`config.mk`:
```
export PLATFORM = sky130hd
export DESIGN_NAME = tbs_mul
export DESIGN_NICKNAME = d
export VERILOG_FILES = /design/src/rtl/tbs_pkg.sv /design/src/rtl/tbs_mul.sv
export SDC_FILE = /design/constraint.sdc
export NUM_CORES = 2
export LEC_CHECK = 0
export BUFFER_PORTS_ARGS = -buffer_cell sky130_fd_sc_hd__buf_2
export CORE_ASPECT_RATIO = 1.5
export CORE_MARGIN = 2
export CORE_UTILIZATION = 57
export DETAILED_ROUTE_END_ITERATION = 12
export HOLD_SLACK_MARGIN = 0.05
export PLACE_DENSITY_LB_ADDON = 0.1
export SLEW_MARGIN = 20
export SYNTH_ARGS = -nofsm -noshare
export SYNTH_HDL_FRONTEND = slang
export SYNTH_SLANG_ARGS = --single-unit
```
`constraint.sdc`:
```
create_clock -name clk_i -period 0.8 [get_ports clk_i]
set_clock_uncertainty 0.1 [all_clocks]
set_input_delay 0.08 -clock clk_i [delete_from_list [all_inputs] [get_ports clk_i]]
set_output_delay 0.08 -clock clk_i [all_outputs]
set_load 0.01 [all_outputs]
```
`src/rtl/tbs_pkg.sv`:
```
// ----------------------------------------------------------------------------
// Texture bilinear sampler package
// Widths, register codes and the structures that the sampler's modules share.
// ----------------------------------------------------------------------------
package tbs_pkg;

  // Stream and configuration port widths
  localparam int InDataW  = 128;
  localparam int OutDataW = 48;
  localparam int CfgAddrW = 3;
  localparam int CfgDataW = 16;

  // Integer texel coordinate after scaling, signed
  localparam int CoordW = 27;
  // Texel index along one axis, width of the size registers
  localparam int IdxW   = 9;

  // Shared multiplier: signed A operand, unsigned B operand, signed product
  localparam int MulAW = 34;
  localparam int MulBW = 17;
  localparam int MulPW = MulAW + MulBW + 1;

  // Channel, texel, weight and accumulator widths
  localparam int ChW  = 16;
  localparam int TexW = 3 * ChW;
  localparam int WgtW = 33;
  localparam int AccW = 48;

  // Configuration register indexes
  typedef enum logic [CfgAddrW-1:0] {
    REG_WIDTH,
    REG_HEIGHT,
    REG_BORDER,
    REG_FILTER,
    REG_EXPOSURE
  } cfg_reg_e;

  // Where a product goes once it leaves the multiplier
  typedef enum logic [2:0] {
    DST_NONE,
    DST_SX,
    DST_SY,
    DST_WGT,
    DST_ACC,
    DST_EXP
  } mul_dst_e;

  typedef struct packed {
    mul_dst_e   dst;
    logic [1:0] idx;
  } mul_tag_t;

  // Result of the border unit: a pulse and the two neighbouring indexes
  typedef struct packed {
    logic            done;
    logic [IdxW-1:0] idx0;
    logic [IdxW-1:0] idx1;
  } border_res_t;

endpackage

```
`src/rtl/tbs_mul.sv`:
```
// ----------------------------------------------------------------------------
// Shared multiplier
// Signed by unsigned multiply with a registered product. A tag travels with
// each operation so that the sequencer knows where the product belongs.
// ----------------------------------------------------------------------------
module tbs_mul (
  input  logic                               clk_i,
  input  logic                               rst_ni,
  input  logic signed [tbs_pkg::MulAW-1:0]   a_i,
  input  logic        [tbs_pkg::MulBW-1:0]   b_i,
  input  tbs_pkg::mul_tag_t                  tag_i,
  output logic signed [tbs_pkg::MulPW-1:0]   p_o,
  output tbs_pkg::mul_tag_t                  tag_o
);
  import tbs_pkg::*;

  logic signed [MulPW-1:0] a_ext;
  logic signed [MulPW-1:0] b_ext;
  logic signed [MulPW-1:0] p_d;
  logic signed [MulPW-1:0] p_q;
  mul_tag_t                tag_q;

  // Operands extended to the full product width before the multiply
  assign a_ext = MulPW'(a_i);
  assign b_ext = MulPW'($signed({1'b0, b_i}));
  assign p_d   = a_ext * b_ext;

  // Product register
  always_ff @(posedge clk_i) begin
    p_q <= p_d;
  end

  // Tag register
  always_ff @(posedge clk_i or negedge rst_ni) begin
    if (!rst_ni) begin
      tag_q <= '{dst: DST_NONE, idx: '0};
    end else begin
      tag_q <= tag_i;
    end
  end

  assign p_o   = p_q;
  assign tag_o = tag_q;

endmodule

```
==> out/metrics.csv <==
metric,value,unit
dr_wl_met2,33100,um
routedWlPerCell,18.3,um
fin_ws,-5.16,ns
htreeDepth,3,
worstMarginPinSlew,0.362,ns
hp-class,in -> async,
synth_most_common_cell,inv_1,
firstDrtPassIters,6,
yosysWarnings,0,
syn_inst,2297,
clkSinkCount,57,
clock_path_buffers,2,
track_usage,31.9,%
top_layer_used,met5,
grt_first_pass_wirelength,94400,um
drc_errors,0,
cts_tree,built,
multi_input_comb_area,18300,sq um
grt_pass1_vias,19100,
drv_slew,0,
dieArea,38200,sq um
finalHoldViolCount,5,
vias,16700,
end_kind,flip-flop,
wl_met3,2250,um
cp_slowest_cell,fa_1,
dieHeight,238,um
io_buffers,114,
io-pin-count,115,
place_hpwl,48200,um
synth_top_area_cell,fa_1,
initial_utilization,57.9,%
syn2layout_area_growth,30.1,%
ys_seq_area_share,5.58,%
die_w,160,um
cts_buffers,9,
grt_max_degree,16,
drive_gt1_share,27.8,%
period_minus_slack,5.96,ns
slew_headroom,75.8,%
vias_per_cell,5.22,
place_ws,-5.75,ns
layout.nets,3452,
fill_cells,2521,
violations,"hold timing, setup timing",
synth_flop_cell,dfxtp_1,
synthDistinctLibCells,49,
gp_congestion,0.922,
outcome,"complete, but fails checks",
synth_nets,3028,
synth_top_area_share,52.8,%
synth_area_leaders,"fa_1, inv_1, ha_1",
synth_commonest_cells,"inv_1, fa_1, nand2_1",
synth_edf_count,0,
finalCritPeriodShare,745,%
drtIter0Drc,870,
syn_avg_cell_area,9.09,sq um
grt-ovfl-total,0,
rows,85,
critical_path.max_stage_delay,0.55,ns
design_area,27200,sq um
antenna_left,0,
regArea,1180,sq um
max_freq,168,MHz
crit_required,1.00,ns
synth_area,20900,sq um
synthArstFlopShare,8.77,%
path_clk_slew,0.06,ns
cp_common_cell,fa_1,
crit_type,in -> reg,
finalSetupViolCount,107,
antenna_found_initial,2,
worstPathArrival,6.15,ns
cts-root-buf,clkbuf_16,
placed_area,24700,sq um
cts_hold_buf,6,
core,36100,sq um
crit_fanout,7,
max-cap-violations,0,
whs,-0.0462,ns
wl,58700,um
crit_path_start_kind,input port,
drt-met1-wl,20900,um
synth_seq_cells,57,
grt_setup_unrepaired,true,
==> sequential cells by signal, indices dropped and copies added, names as in the netlist <==
| register | count |
|---|---|
| tag_o | 5 |
| p_o | 52 |
==> layer usage <==
metal / GRT usage [%] / vias up
met5: 0 / -
met4: 12.9 / 4
met3: 3.86 / 167
met2: 61.7 / 463
met1: 35.3 / 8701
li1: - / 7399
==> final cells by class <==
| class | count | share of cell area, % |
|---|---|---|
| sequential | 57 | 4.36 |
| multi-input combinational | 1526 | 67.3 |
| inverter | 623 | 8.62 |
| clock inverter | 5 | 0.285 |
| clock buffer | 11 | 0.930 |
| timing repair buffer | 504 | 16.3 |
| tap | 478 | 2.20 |
| antenna | 1 | 0.00921 |
==> worst max-delay path: cells and delay by family <==
| kind | cells | cell delay (ns) |
|---|---|---|
| and+or+nand+nor | 3 | 0.54 |
| AOI/OAI and AO/OA | 7 | 1.51 |
| xor gates and xnor gates | 1 | 0.15 |
| buffers and inverters | 8 | 0.59 |
| adders and majority gates | 7 | 3.25 |
==> kinds of logic after synthesis <==
kind of cell,Yosys count,synth area share (%)
adder cells (fa/ha/maj),673,60.1
flip-flops,57,5.58
XOR/XNOR,49,2.06
buffers and inverters,714,12.8
AND/OR/NAND/NOR,671,15.4
AO/OA/AOI/OAI,133,4.00
==> repair_timing <==
item                       4_1_cts  5_1_grt
hold endpoints to repair        11        5
setup buffers                   62       25
cloned                           1        3
gates resized for setup        240      163
pin swaps                      110       76
setup endpoints to repair      107      107
==> layout by cell type (no fill, tap or decap), types with 8 or more instances in the layout <==
| master | count |
|---|---|
| buf_2 | 70 |
| xnor2_1 | 36 |
| ha_4 | 34 |
| xor2_1 | 8 |
| buf_6 | 91 |
| buf_8 | 11 |
| ha_1 | 86 |
| inv_1 | 594 |
| and2_1 | 206 |
| nor2_1 | 8 |
| o21bai_1 | 11 |
| dfxtp_1 | 38 |
| and2_4 | 27 |
| a21o_1 | 12 |
| a21oi_1 | 22 |
| a21oi_4 | 8 |
| nand2_1 | 352 |
| clkbuf_16 | 12 |
| nand2_2 | 19 |
| inv_2 | 28 |
| o21ai_0 | 8 |
| a21oi_2 | 23 |
| fa_2 | 23 |
| fa_1 | 528 |
| buf_4 | 297 |
| dfxtp_2 | 14 |
| buf_12 | 24 |
==> worst max path at each step <==
stage	from	endpoint	slack, ns	cells after the start
2_1_floorplan	b_i[3]	p_o[51]$_DFF_P_	-4.98	25
3_3_place_gp	b_i[9]	p_o[50]$_DFF_P_	-5.66	24
3_5_place_dp	b_i[9]	p_o[50]$_DFF_P_	-5.75	24
4_1_cts	a_i[10]	p_o[47]$_DFF_P_	-5.18	26
5_1_grt	b_i[6]	p_o[51]$_DFF_P_	-5.35	25
6_report	a_i[9]	p_o[47]$_DFF_P_	-5.16	26
==> through the flow <==
step	utilization [%]	TNS, ns	std cells	hold slack, ns
CTS	72.9	-214.73	3180	-0.0575
detailed placement	68.4	-229.05	3122	-0.199
finish	75.4	-216.60	3205	-0.0462
global placement	68.4	-225.18	3122	-0.209
floorplan	-	-196.57	2297	-0.316
global route	75.4	-224.65	3204	-0.0288
Power is left out: the tool's default activity adds up to more than one toggle a clock period on the data nets, which glitch-free logic cannot reach.
