[src/rtl/tbs_pkg.sv]
// ----------------------------------------------------------------------------
// Texture bilinear sampler package
// Widths, register codes and the structures that the sampler's modules share.
// ----------------------------------------------------------------------------
package tbs_pkg;

  // Stream and configuration port widths
  localparam int InDataW  = 128;
  localparam int OutDataW = 48;
  localparam int CfgAddrW = 3;
  localparam int CfgDataW = 16;

  // Integer texel coordinate after scaling, signed
  localparam int CoordW = 27;
  // Texel index along one axis, width of the size registers
  localparam int IdxW   = 9;

  // Shared multiplier: signed A operand, unsigned B operand, signed product
  localparam int MulAW = 34;
  localparam int MulBW = 17;
  localparam int MulPW = MulAW + MulBW + 1;

  // Channel, texel, weight and accumulator widths
  localparam int ChW  = 16;
  localparam int TexW = 3 * ChW;
  localparam int WgtW = 33;
  localparam int AccW = 48;

  // Configuration register indexes
  typedef enum logic [CfgAddrW-1:0] {
    REG_WIDTH,
    REG_HEIGHT,
    REG_BORDER,
    REG_FILTER,
    REG_EXPOSURE
  } cfg_reg_e;

  // Where a product goes once it leaves the multiplier
  typedef enum logic [2:0] {
    DST_NONE,
    DST_SX,
    DST_SY,
    DST_WGT,
    DST_ACC,
    DST_EXP
  } mul_dst_e;

  typedef struct packed {
    mul_dst_e   dst;
    logic [1:0] idx;
  } mul_tag_t;

  // Result of the border unit: a pulse and the two neighbouring indexes
  typedef struct packed {
    logic            done;
    logic [IdxW-1:0] idx0;
    logic [IdxW-1:0] idx1;
  } border_res_t;

endpackage

[src/rtl/tbs_border.sv]
// ----------------------------------------------------------------------------
// Border unit
// Maps an integer texel coordinate and its right or lower neighbour into
// the image, either by clamping to the edge or by a non-negative modulo.
// The modulo is a restoring remainder, one dividend bit per cycle.
// ----------------------------------------------------------------------------
module tbs_border (
  input  logic                                clk_i,
  input  logic                                rst_ni,
  input  logic                                start_i,
  input  logic                                wrap_i,
  input  logic signed [tbs_pkg::CoordW-1:0]   coord_i,
  input  logic        [tbs_pkg::IdxW-1:0]     n_i,
  output tbs_pkg::border_res_t                res_o
);
  import tbs_pkg::*;

  localparam int CntW = $clog2(CoordW + 1);

  typedef enum logic [1:0] {
    BS_IDLE,
    BS_DIV,
    BS_FIX
  } bstate_e;

  bstate_e            state_q;
  logic [CntW-1:0]    cnt_q;
  logic [CoordW-1:0]  mag_q;
  logic [IdxW-1:0]    rem_q;
  logic               neg_q;
  logic [IdxW-1:0]    n_q;
  border_res_t        res_q;

  logic                     coord_neg;
  logic [CoordW-1:0]        coord_mag;
  logic signed [CoordW:0]   coord_p1;
  logic signed [CoordW:0]   n_ext;
  logic [IdxW-1:0]          clamp0;
  logic [IdxW-1:0]          clamp1;
  logic [IdxW:0]            trial;
  logic [IdxW-1:0]          rem_next;
  logic [IdxW-1:0]          r_fix;
  logic [IdxW:0]            r_inc;
  logic [IdxW-1:0]          r_next;

  // Sign and magnitude of the incoming coordinate
  assign coord_neg = coord_i[CoordW-1];
  assign coord_mag = coord_neg ? CoordW'(-coord_i) : CoordW'(coord_i);
  assign coord_p1  = $signed({coord_i[CoordW-1], coord_i}) + (CoordW+1)'(1);
  assign n_ext     = $signed({{(CoordW+1-IdxW){1'b0}}, n_i});

  // Clamp to the edge for the coordinate and its neighbour
  always_comb begin
    if (coord_neg) begin
      clamp0 = '0;
    end else if ($signed({coord_i[CoordW-1], coord_i}) >= n_ext) begin
      clamp0 = n_i - IdxW'(1);
    end else begin
      clamp0 = coord_i[IdxW-1:0];
    end
    if (coord_p1[CoordW]) begin
      clamp1 = '0;
    end else if (coord_p1 >= n_ext) begin
      clamp1 = n_i - IdxW'(1);
    end else begin
      clamp1 = coord_p1[IdxW-1:0];
    end
  end

  // One restoring step of the remainder
  assign trial    = {rem_q, mag_q[CoordW-1]};
  assign rem_next = (trial >= {1'b0, n_q}) ? IdxW'(trial - {1'b0, n_q}) : trial[IdxW-1:0];

  // A negative dividend with a non-zero remainder folds back into range
  assign r_fix  = (neg_q && (rem_q != '0)) ? (n_q - rem_q) : rem_q;
  assign r_inc  = {1'b0, r_fix} + (IdxW+1)'(1);
  assign r_next = (r_inc == {1'b0, n_q}) ? '0 : r_inc[IdxW-1:0];

  // Sequencer for the remainder and the result register
  always_ff @(posedge clk_i or negedge rst_ni) begin
    if (!rst_ni) begin
      state_q <= BS_IDLE;
      cnt_q   <= '0;
      res_q   <= '0;
    end else begin
      res_q.done <= 1'b0;
      unique case (state_q)
        BS_IDLE: begin
          if (start_i) begin
            if (wrap_i) begin
              mag_q   <= coord_mag;
              neg_q   <= coord_neg;
              n_q     <= n_i;
              rem_q   <= '0;
              cnt_q   <= CntW'(CoordW);
              state_q <= BS_DIV;
            end else begin
              res_q.done <= 1'b1;
              res_q.idx0 <= clamp0;
              res_q.idx1 <= clamp1;
            end
          end
        end
        BS_DIV: begin
          rem_q <= rem_next;
          mag_q <= {mag_q[CoordW-2:0], 1'b0};
          cnt_q <= cnt_q - CntW'(1);
          if (cnt_q == CntW'(1)) begin
            state_q <= BS_FIX;
          end
        end
        BS_FIX: begin
          res_q.done <= 1'b1;
          res_q.idx0 <= r_fix;
          res_q.idx1 <= r_next;
          state_q    <= BS_IDLE;
        end
        default: begin
          state_q <= BS_IDLE;
        end
      endcase
    end
  end

  assign res_o = res_q;

endmodule

[config.mk]
export PLATFORM = sky130hd
export DESIGN_NAME = tbs_border
export DESIGN_NICKNAME = d
export VERILOG_FILES = /design/src/rtl/tbs_pkg.sv /design/src/rtl/tbs_border.sv
export SDC_FILE = /design/constraint.sdc
export NUM_CORES = 1
export LEC_CHECK = 0
export BUFFER_PORTS_ARGS = -buffer_cell sky130_fd_sc_hd__buf_4
export CORE_MARGIN = 2
export CORE_UTILIZATION = 30
export DETAILED_ROUTE_END_ITERATION = 16
export GPL_TIMING_DRIVEN = 0
export HOLD_SLACK_MARGIN = 0.02
export SYNTH_ARGS = -nofsm -noshare
export SYNTH_HDL_FRONTEND = slang
export SYNTH_SLANG_ARGS = --single-unit
export TNS_END_PERCENT = 50
[constraint.sdc]
create_clock -name clk_i -period 4.3 [get_ports clk_i]
set_clock_uncertainty 0.05 [all_clocks]
set_input_delay 0.645 -clock clk_i [delete_from_list [all_inputs] [get_ports clk_i]]
set_output_delay 0.645 -clock clk_i [all_outputs]
set_load 0.01 [all_outputs]
==> run_results.csv, run 1 <==
group,metric,value,unit
floorplanning,chipHeight,148,um
floorplanning,rows,52,
route,post-route-drc-count,0,
sta,report.final.setup_viol,0,
floorplanning,count_of_pins_on_the_block_boundary,59,
clock_tree,clk_pin_slew,0.06,ns
synthesis,mappedNetlistNets,793,
sta,fin_crit_sh,91.4,%
worst_setup_path,crit_path_start_kind,"flop",
placement,post-dp-hpwl,14700,um
route,drt_first_pass_iters,5,
clock_tree,postCtsSetupRepairBufs,0,
synthesis,synth.most_common_cell,"nand2_1",
floorplanning,floorplan.initialDensity,30.6,%
final_layout,num-fill-cells,2155,
placement,weighted_congestion_reported_at_the_end_of_routability_driven_placement,0.870,
final_layout,fin_util,35.9,%
placement,placed_cell_area,6960,sq um
clock_tree,hold_buffers,0,
worst_setup_path,r2r.worst_path.cells,10,
route,wl_per_cell,17.7,um
route,drt_wl_total,18500,um
grt,grt_pass1_wl,29800,um
grt,grt_antenna_before_repair,0,
final_layout,area_growth_syn_to_layout,17.3,%
synthesis,yosysSeqAreaShare,32.7,%
synthesis,synth_adder_area_share,8.90,%
pwr,power.ir.vdd_worst,0.000240,V
sta,maxSlewHeadroom,34.8,%
worst_setup_path,timing.setup.critical_path_class,"flop to flop",
floorplanning,dieArea,21900,sq um
synthesis,postSynth.topFlopCell,"edfxtp_1",
synthesis,synth_mux_area_share,1.01,%
clock_tree,tritoncts,"built",
grt,global_route.overflow_total,0,
grt,grt.total_usage,17.2,%
route,vias,5709,
worst_setup_path,timing.critical_path.arrival,4.07,ns
clock_tree,clock_insertion_delay_worst_skew,0.34,ns
grt,busiest_layer,"met2",
grt,via_count_of_the_first_global_routing_pass,5443,
clock_tree,clock-sinks,72,
grt,grtUsageMet1,24.8,%
worst_setup_path,worst_setup_path_end_kind,"flop",
route,avgViaCountPerCell,5.45,
synthesis,synth.top_cell.area_share,22.2,%
clock_tree,clockRootBuffer,"clkbuf_16",
final_layout,design.final.nets,856,
synthesis,synth.yosys.warnings,0,
run,cap_viol_max_count,0,
sta,report.final.hold_viol_count,0,
synthesis,post_synth_inst_count,710,
sta,slew_at_the_pin_with_the_worst_max_slew_slack,0.975,ns
grt,use_met2,26.7,%
synthesis,synth_xor_xnor_area_share,8.92,%
synthesis,yosys-top-cells-count,"nand2_1, edfxtp_1, o21ai_0, inv_1, ha_1",
route,antenna_violating_nets_post_route,0,
synthesis,yosys.area_share.simple,21.4,%
pwr,total_leakage_power,2.94,nW
route,initialDrtViolationCount,371,
synthesis,async_reset_ff_share,36.1,%
clock_tree,cts-htree-levels,3,
synthesis,synth_area_per_inst,8.75,sq um
final_layout,antennaDiodeCount,0,
worst_setup_path,critical_path.reg2reg.startpoint,"rem_q[1]",
synthesis,largest_family_of_logic_cells_by_synthesized_area,"compound AO/OA/AOI/OAI gates",
outcome,status,"completed",
placement,numPortBuffers,51,
clock_tree,clk_path_buf_depth,2,
synthesis,fraction_of_the_mapped_netlist_area_in_compound_gates,21.8,%
synthesis,count_of_flip_flops_with_a_built_in_enable_after_synthesis,46,
sta,rsz0062_at_grt,"no",
worst_setup_path,r2r_slack,0.37,ns
sta,achievable-frequency,254,MHz
grt,maximum_number_of_pins_on_one_net_before_global_route_repair,28,
sta,tmin_final,3.93,ns
floorplanning,core-area,20300,sq um
grt,use_met3,3.43,%
synthesis,yosys.cell_types.count,75,
synthesis,area_contributors_post_synth,"edfxtp_1, dfrtp_1, ha_1",
clock_tree,cts_made_buffers,9,
synthesis,synth.ff_latch_count,72,
worst_hold_path,worstHoldPathType,"input port to async pin",
worst_setup_path,critical_path.reg2reg.endpoint,"res_o[0]",
clock_tree,postCtsResizedCells,0,
sta,drv_slew,0,
final_layout,finalInstanceArea,7290,sq um
floorplanning,die_w,148,um
sta,totalNegativeSetupSlack,0,ns
pwr,powerDensity,543,nW/um^2
worst_setup_path,worstPathMaxFanout,7,
synthesis,synthesized_area,6210,sq um
final_layout,final_layout_size_suffix_gt1_share,12.9,%
synthesis,synth_top_cell_by_area,"edfxtp_1",
worst_setup_path,required,4.44,ns
-- metal layers --
| layer | share of wire (%) | vias up |
|---|---|---|
| met5 | 0 | - |
| met4 | 1.2 | 0 |
| met3 | 6.3 | 21 |
| met2 | 45 | 189 |
| met1 | 47 | 2718 |
| li1 | - | 2781 |
-- cell type report --
class / instances / area, sq um / share of cell area, %
Buffer: 37 / 153 / 2.10
Multi-Input combinational cell: 555 / 3870 / 53.1
Clock inverter: 4 / 30.0 / 0.412
Sequential cell: 72 / 2030 / 27.9
Timing Repair Buffer: 52 / 403 / 5.53
Tap cell: 270 / 338 / 4.64
Clock buffer: 12 / 289 / 3.97
Inverter: 46 / 173 / 2.37
-- critical path, cell delays in order (launching register included) --
cell	delay [ns]
edfxtp_1	0.49
nor3_1	0.15
a31o_2	0.33
o21ai_0	0.66
ha_1	0.34
and3b_2	0.26
xnor3_1	0.23
a2111oi_1	0.40
o2111ai_1	0.31
o31ai_4	0.43
o211ai_1	0.13
-- worst max path at each step --
| stage | startpoint | end | slack, ns | cells past startpoint |
|---|---|---|---|---|
| floorplan | coord_i[2] | res_o[8] | 0.89 | 15 |
| global placement | coord_i[2] | res_o[5] | 0.12 | 16 |
| detailed placement | coord_i[2] | res_o[5] | 0.10 | 16 |
| CTS | rem_q[1] | res_o[0] | 0.45 | 10 |
| global route | coord_i[2] | res_o[5] | 0.07 | 16 |
| finish | rem_q[1] | res_o[0] | 0.37 | 10 |
-- through the flow --
step / setup slack, ns / hold WS, ns / power [mW] / instances
after floorplan: 0.886 / 0.299 / 2.57 / 710
after global placement: 0.119 / 0.446 / 3.14 / 1031
after detailed placement: 0.100 / 0.451 / 3.17 / 1032
after CTS: 0.448 / 0.170 / 3.96 / 1048
after global routing: 0.0657 / 0.188 / 4.27 / 1048
final: 0.370 / 0.160 / 3.96 / 1048
-- power by group --
part	switching (mW)	leakage (nW)	total, mW	internal, mW
logic	1.08	2.02	1.90	0.829
registers	0.196	0.769	1.27	1.08
clock network	0.299	0.156	0.779	0.480
total	1.57	2.94	3.96	2.39
-- logic make-up after synthesis --
group,count (synthesis)
AOI/OAI and AO/OA,196
xor gates and xnor gates,57
adders and majority gates,43
buffers and inverters,83
DFF,72
muxes,6
and+or+nand+nor,253
-- flip-flops by register name, indices dropped and copies added, names as in the netlist --
| signal | flops |
|---|---|
| res_o | 19 |
| n_q | 9 |
| rem_q | 9 |
| neg_q | 1 |
| cnt_q | 5 |
| mag_q | 27 |
| state_q | 2 |
-- cells in the final DEF, fill, tap and decap left out, drive strengths merged, types with 8 or more instances in the layout --
cell type / count
a21o: 9
nor3: 27
dfrtp: 26
nor2b: 11
inv: 47
a221o: 9
a22oi: 8
clkbuf: 39
nand2b: 9
nor4: 13
xor2: 20
nor2: 36
nand3: 15
o31ai: 20
o21ai: 46
xnor2: 33
o211ai: 14
buf: 62
nand2: 75
nand4: 18
a21oi: 32
edfxtp: 46
o21a: 11
ha: 41
Note: power is estimated with default switching activity, not from simulation.
==> run 2: changes to the inputs <==
--- a/config.mk
+++ b/config.mk
@@ -5,12 +5,14 @@
 export SDC_FILE = /design/constraint.sdc
 export NUM_CORES = 1
 export LEC_CHECK = 0
+export ABC_AREA = 1
 export BUFFER_PORTS_ARGS = -buffer_cell sky130_fd_sc_hd__buf_4
 export CORE_MARGIN = 2
 export CORE_UTILIZATION = 30
 export DETAILED_ROUTE_END_ITERATION = 16
 export GPL_TIMING_DRIVEN = 0
 export HOLD_SLACK_MARGIN = 0.02
+export REMOVE_ABC_BUFFERS = 1
 export SYNTH_ARGS = -nofsm -noshare
 export SYNTH_HDL_FRONTEND = slang
 export SYNTH_SLANG_ARGS = --single-unit
==> run_results.csv, run 2 <==
group,metric,value,unit
pwr,power.share.sequential,31.0,%
clock_tree,postCtsSetupRepairBufs,0,
placement,numPortBuffers,58,
worst_setup_path,timing.critical_path.arrival,3.47,ns
final_layout,largest_register_ff_count,27,
placement,post-dp-hpwl,15600,um
worst_setup_path,required,4.47,ns
synthesis,synth_top_cell_by_area,"edfxtp_1",
floorplanning,die_w,154,um
route,antenna_violating_nets_post_route,0,
sta,report.final.setup_viol,0,
grt,grt.total_usage,17.4,%
worst_setup_path,timing.critical_path.mode_cell,"nand2_1",
synthesis,synth.ff_latch_count,72,
worst_setup_path,cp_slowest_cell,"edfxtp_1",
final_layout,final_layout_size_suffix_gt1_share,14.6,%
sta,hold_slack,0.156,ns
worst_setup_path,worst_path_largest_cell_delay,0.51,ns
final_layout,antennaDiodeCount,0,
grt,maximum_number_of_pins_on_one_net_before_global_route_repair,47,
floorplanning,count_of_pins_on_the_block_boundary,59,
grt,via_count_of_the_first_global_routing_pass,6230,
clock_tree,clock_insertion_delay_worst_skew,0.35,ns
synthesis,synth.top_cell.area_share,20.5,%
pwr,netSwitchingPower,1.73,mW
sta,drv_slew,0,
pwr,p_comb_share,48.8,%
synthesis,area_contributors_post_synth,"edfxtp_1, nand2_1, dfrtp_1",
synthesis,synth.yosys.warnings,0,
synthesis,synth_area_per_inst,7.00,sq um
worst_hold_path,worstHoldPathType,"input port to async pin",
worst_setup_path,worst_setup_path_end_kind,"flop",
synthesis,synthesized_area,6740,sq um
grt,grt_antenna_before_repair,0,
final_layout,finalInstanceArea,7810,sq um
synthesis,postSynth.topFlopCell,"edfxtp_1",
grt,global_route.overflow_total,0,
final_layout,design.final.nets,1095,
sta,maxSlewHeadroom,26.4,%
synthesis,yosys-top-cells-count,"nand2_1, inv_1, nor2_1, nand3_1, edfxtp_1",
grt,grt_pass1_wl,32700,um
pwr,power.ir.vdd_worst,0.000275,V
route,initialDrtViolationCount,477,
clock_tree,clk_path_buf_depth,2,
worst_setup_path,timing.setup.critical_path_class,"flop to flop",
route,post-route-drc-count,0,
sta,rsz0062_at_grt,"no",
synthesis,synth.most_common_cell,"nand2_1",
worst_setup_path,crit_path_start_kind,"flop",
synthesis,async_reset_ff_share,36.1,%
route,drt_first_pass_iters,5,
clock_tree,tritoncts,"built",
route,drt_wl_total,20000,um
placement,placed_cell_area,7490,sq um
pwr,total_leakage_power,3.69,nW
worst_setup_path,r2r_slack,1.00,ns
pwr,fin_total_pwr,4.09,mW
placement,weighted_congestion_reported_at_the_end_of_routability_driven_placement,0.899,
run,cap_viol_max_count,0,
final_layout,mostFrequentLayoutCell,"nand2_1",
clock_tree,clk_pin_slew,0.07,ns
sta,slew_at_the_pin_with_the_worst_max_slew_slack,1.10,ns
synthesis,yosysSeqAreaShare,30.2,%
final_layout,final_cell_mix,"nand2_1, inv_1, nor2_1",
sta,totalNegativeSetupSlack,0,ns
worst_setup_path,crit_path_cell_trace,"ha_1 -> fa_1 -> nand3b_1 -> nand2_2 -> ha_1 -> inv_1 -> nor2_2 -> nand2_1 -> nand2_1 -> a21oi_1 -> nor2_1 -> nand2_1 -> nor2_1 -> nand3_2 -> nand2_1 -> nand3_1",
route,wl_per_cell,15.4,um
worst_setup_path,timing.critical_path.max_delay_family,"simple AND/OR/NAND/NOR gates",
final_layout,area_growth_syn_to_layout,15.8,%
final_layout,num-fill-cells,2330,
clock_tree,clock-sinks,72,
synthesis,post_synth_inst_count,963,
pwr,intPower,2.36,mW
floorplanning,rows,54,
clock_tree,postCtsResizedCells,0,
route,avgViaCountPerCell,4.99,
clock_tree,hold_buffers,0,
pwr,powerDensity,523,nW/um^2
route,vias,6472,
clock_tree,clockRootBuffer,"clkbuf_16",
worst_setup_path,crit_buf_inv,1,
floorplanning,dieArea,23700,sq um
synthesis,count_of_flip_flops_with_a_built_in_enable_after_synthesis,46,
clock_tree,cts_made_buffers,9,
final_layout,register_name_with_the_most_flops,"mag_q",
outcome,status,"completed",
clock_tree,cts-htree-levels,3,
floorplanning,floorplan.initialDensity,30.7,%
pwr,clock_power_share,20.3,%
synthesis,yosys.cell_types.count,48,
pwr,power.share.switching,42.3,%
sta,fin_crit_sh,76.7,%
sta,achievable-frequency,303,MHz
floorplanning,chipHeight,154,um
sta,tmin_final,3.30,ns
worst_setup_path,worstPathMaxFanout,9,
floorplanning,core-area,22000,sq um
sta,report.final.hold_viol_count,0,
run 2: per-layer routing:
metal  global-route usage [%]  up-vias  part of all wire [%]
li1                         -     3251                     -
met2                     28.4      196                    47
met4                     4.63        0                   1.8
met1                     23.8     3001                    46
met3                     3.02       24                   5.2
met5                        0        -                     0
run 2: layout make-up:
cell class              count  area [sq um]  share of cell area [%]
multi-input cells         735          4120                    52.8
well taps                 280           350                    4.49
repair buffers             60           483                    6.19
clock buffers              11           233                    2.98
clock inverters             5          81.3                    1.04
flip-flops and latches     72          2030                    26.0
inverters                 134           503                    6.44
run 2: metrics by stage:
stage / std cells / util (%) / worst slack, ns
CTS: 1297 / 35.5 / 1.01
global placement: 1279 / 33.8 / -2.88
global route: 1297 / 35.5 / 0.746
floorplan: 941 / - / -0.297
finish: 1297 / 35.5 / 1.00
detailed placement: 1281 / 34.1 / 1.00
run 2: worst paths after layout:
| path | startpoint | end | cells past startpoint |
|---|---|---|---|
| setup / recovery | rem_q[0] | res_o[6] | 16 |
| hold / removal | rst_ni | cnt_q[3] | 1 |
| setup reg to reg | rem_q[0] | res_o[6] | 16 |
| hold reg to reg | res_o[0] | res_o[0] | 2 |
| max in group asynchronous | rst_ni | res_o[10] | 1 |
| min in group clk_i | n_i[8] | n_q[8] | 1 |
run 2: cells by family (layout without fill, tap and decap cells):
kind of cell / after synthesis / after routing / synth area share (%)
compound gates: 119 / 119 / 10.2
xor+xnor: 48 / 48 / 6.24
fa+ha+maj: 43 / 43 / 8.21
buf+inv: 156 / 210 / 8.91
flops: 72 / 72 / 30.2
simple gates: 525 / 525 / 36.3
run 2: power by group through the flow:
stage | clock network (mW) | logic [mW] | registers (mW)
global route | 0.868 | 2.27 | 1.30
floorplan | 0 | 1.35 | 1.27
finish | 0.828 | 1.99 | 1.27
global placement | 0 | 1.92 | 1.28
detailed placement | 0 | 1.98 | 1.28
CTS | 0.840 | 1.99 | 1.27
==> run 3: changes to the inputs <==
==> constraint.sdc (replaced) <==
create_clock -name clk_i -period 2.95 [get_ports clk_i]
set_clock_uncertainty 0.05 [all_clocks]
set_input_delay 0.4425 -clock clk_i [delete_from_list [all_inputs] [get_ports clk_i]]
set_output_delay 0.4425 -clock clk_i [all_outputs]
set_load 0.01 [all_outputs]
==> run_results.csv, run 3 (synthesis results as in run 2) <==
group,metric,value,unit
sta,maxSlewHeadroom,26.5,%
final_layout,register_name_with_the_most_flops,"mag_q",
pwr,powerDensity,782,nW/um^2
route,vias,6585,
clock_tree,clock_insertion_delay_worst_skew,0.35,ns
grt,via_count_of_the_first_global_routing_pass,6295,
placement,numPortBuffers,58,
sta,rsz0062_at_grt,"yes",
route,drt_first_pass_iters,5,
placement,placed_cell_area,7490,sq um
worst_setup_path,timing.critical_path.max_delay_family,"simple AND/OR/NAND/NOR gates",
outcome,status,"completed",
floorplanning,die_w,154,um
clock_tree,clk_pin_slew,0.06,ns
final_layout,layoutNonFillerInstCount,1316,
route,avgViaCountPerCell,5.00,
pwr,intPower,3.67,mW
pwr,netSwitchingPower,2.72,mW
grt,grt_pass1_wl,33200,um
final_layout,mostFrequentLayoutCell,"nand2_1",
clock_tree,clockRootBuffer,"clkbuf_16",
worst_setup_path,worst_setup_path_end_kind,"flop",
pwr,p_comb_share,52.6,%
placement,weighted_congestion_reported_at_the_end_of_routability_driven_placement,0.899,
worst_setup_path,worst_path_largest_cell_delay,0.45,ns
placement,post-dp-hpwl,15600,um
worst_hold_path,worstHoldPathType,"input port to flop",
worst_setup_path,crit_path_start_kind,"flop",
sta,final_worst_slack,0.00407,ns
sta,report.final.setup_viol,0,
final_layout,design.final.nets,1114,
grt,grt.total_usage,17.7,%
placement,post-place-ws,-0.345,ns
pwr,power.ir.vdd_worst,0.000400,V
final_layout,finalInstanceArea,8170,sq um
route,drt_wl_total,20700,um
grt,grt_antenna_before_repair,0,
floorplanning,rows,54,
worst_setup_path,required,3.13,ns
pwr,clock_power_share,18.8,%
pwr,power.share.switching,42.6,%
worst_setup_path,worstPathMaxFanout,5,
worst_setup_path,crit_path_cell_trace,"ha_4 -> fa_2 -> xnor2_2 -> nand3_1 -> nand2_2 -> nand2_2 -> nor2_4 -> nand2_2 -> nand3_1 -> nand2_1 -> nor2_1 -> nand2_2 -> nor2_4 -> nand3_4 -> nand2_2 -> nand3_2",
worst_setup_path,cp_slowest_cell,"edfxtp_1",
grt,global_route.overflow_total,0,
worst_setup_path,timing.critical_path.arrival,3.13,ns
worst_setup_path,crit_buf_inv,0,
clock_tree,clk_path_buf_depth,2,
sta,achievable-frequency,339,MHz
sta,slew_at_the_pin_with_the_worst_max_slew_slack,1.10,ns
sta,report.final.hold_viol_count,0,
route,initialDrtViolationCount,419,
floorplanning,floorplan.initialDensity,30.7,%
final_layout,num-fill-cells,2298,
final_layout,largest_register_ff_count,27,
final_layout,area_growth_syn_to_layout,21.3,%
sta,totalNegativeSetupSlack,0,ns
grt,maximum_number_of_pins_on_one_net_before_global_route_repair,47,
clock_tree,cts_made_buffers,9,
route,wl_per_cell,15.7,um
floorplanning,chipHeight,154,um
sta,drv_slew,0,
final_layout,final_layout_size_suffix_gt1_share,20.6,%
floorplanning,dieArea,23700,sq um
route,post-route-drc-count,0,
pwr,power.share.sequential,28.6,%
final_layout,antennaDiodeCount,0,
final_layout,seqCellArea,2030,sq um
clock_tree,cts-htree-levels,3,
clock_tree,clock-sinks,72,
final_layout,final_cell_mix,"nand2_1, inv_1, nor2_1",
route,antenna_violating_nets_post_route,0,
clock_tree,tritoncts,"built",
floorplanning,count_of_pins_on_the_block_boundary,59,
floorplanning,core-area,22000,sq um
run,cap_viol_max_count,0,
placement,dp_cells,1281,
worst_setup_path,timing.setup.critical_path_class,"flop to flop",
pwr,total_leakage_power,3.82,nW
worst_setup_path,timing.critical_path.mode_cell,"nand2_2",
final_layout,multi_input_gate_area,4350,sq um
sta,fin_crit_sh,99.9,%
sta,tmin_final,2.95,ns
==> run 3: cell count changes in the layout (fill, tap and decap cells not counted), moves of 4 or more <==
cell     previous run  this run
nand2_1           252       232
buf_4              58        74
nand2_2            15        31
nand3_1            79        69
nand3_2             4        14
inv_1             118       113
inv_2              14        19
nand2_4             4         8
nor2_1             94        90
==> run 3: worst register-to-register path: cells and delay by family (launching register included) <==
kind,cells,cell delay [ns]
XOR/XNOR,1,0.18
AND/OR/NAND/NOR,13,1.55
flip-flops,1,0.45
adder cells (fa/ha/maj),2,0.61
==> run 3: final cells by class <==
| type | count | share of cell area, % |
|---|---|---|
| clock buffers | 11 | 2.85 |
| clock inverters | 5 | 0.995 |
| inverters | 134 | 6.15 |
| multi-input cells | 736 | 53.2 |
| flip-flops and latches | 72 | 24.9 |
| well taps | 280 | 4.29 |
| repair buffers | 78 | 7.64 |
==> run 3: path summary, 6_finish.rpt <==
kind | start | cells past startpoint | endpoint | slack [ns]
hold reg to reg | res_o[0] | 2 | res_o[0] | 0.45
min in group asynchronous | rst_ni | 2 | cnt_q[3] | 0.50
max in group asynchronous | rst_ni | 2 | res_o[10] | 2.05
setup reg to reg | rem_q[0] | 16 | res_o[6] | 0.004
hold / removal | n_i[8] | 1 | n_q[8] | 0.23
setup / recovery | rem_q[0] | 16 | res_o[6] | 0.004
==> run 3: layer usage <==
metal  vias to the layer above  track usage (%)  wire length [um]  share of wire, %
met1                      3068             23.8              9390                45
li1                       3292                -                 -                 -
met4                         0             4.54               374               1.8
met5                         -                0                 0                 0
met2                       202             29.2              9810                47
met3                        23             3.41              1100               5.3
==> run 3: through the flow <==
step	hold WS (ns)	util (%)	power (mW)
floorplan	0.0969	-	3.82
global placement	0.344	33.8	4.66
detailed placement	0.343	34.1	4.74
CTS	0.224	36.0	6.08
global route	0.223	37.2	6.91
finish	0.234	37.2	6.39
==> run 3: repair_timing <==
action / in CTS / in global routing
setup buffers: 5 / 12
hold endpoints to repair: 26 / 0
gates cloned: 1 / 0
endpoints found under the setup margin: 9 / 17
pin swaps: 4 / 28
hold buffers: 1 / 0
gates resized for setup: 10 / 50
==> run 3: power by group through the flow <==
stage | Clock [mW] | Combinational [mW] | Sequential, mW
after floorplan | 0 | 1.97 | 1.85
after global placement | 0 | 2.80 | 1.86
after detailed placement | 0 | 2.88 | 1.86
after CTS | 1.22 | 3.02 | 1.83
after global routing | 1.27 | 3.76 | 1.88
final | 1.20 | 3.36 | 1.83
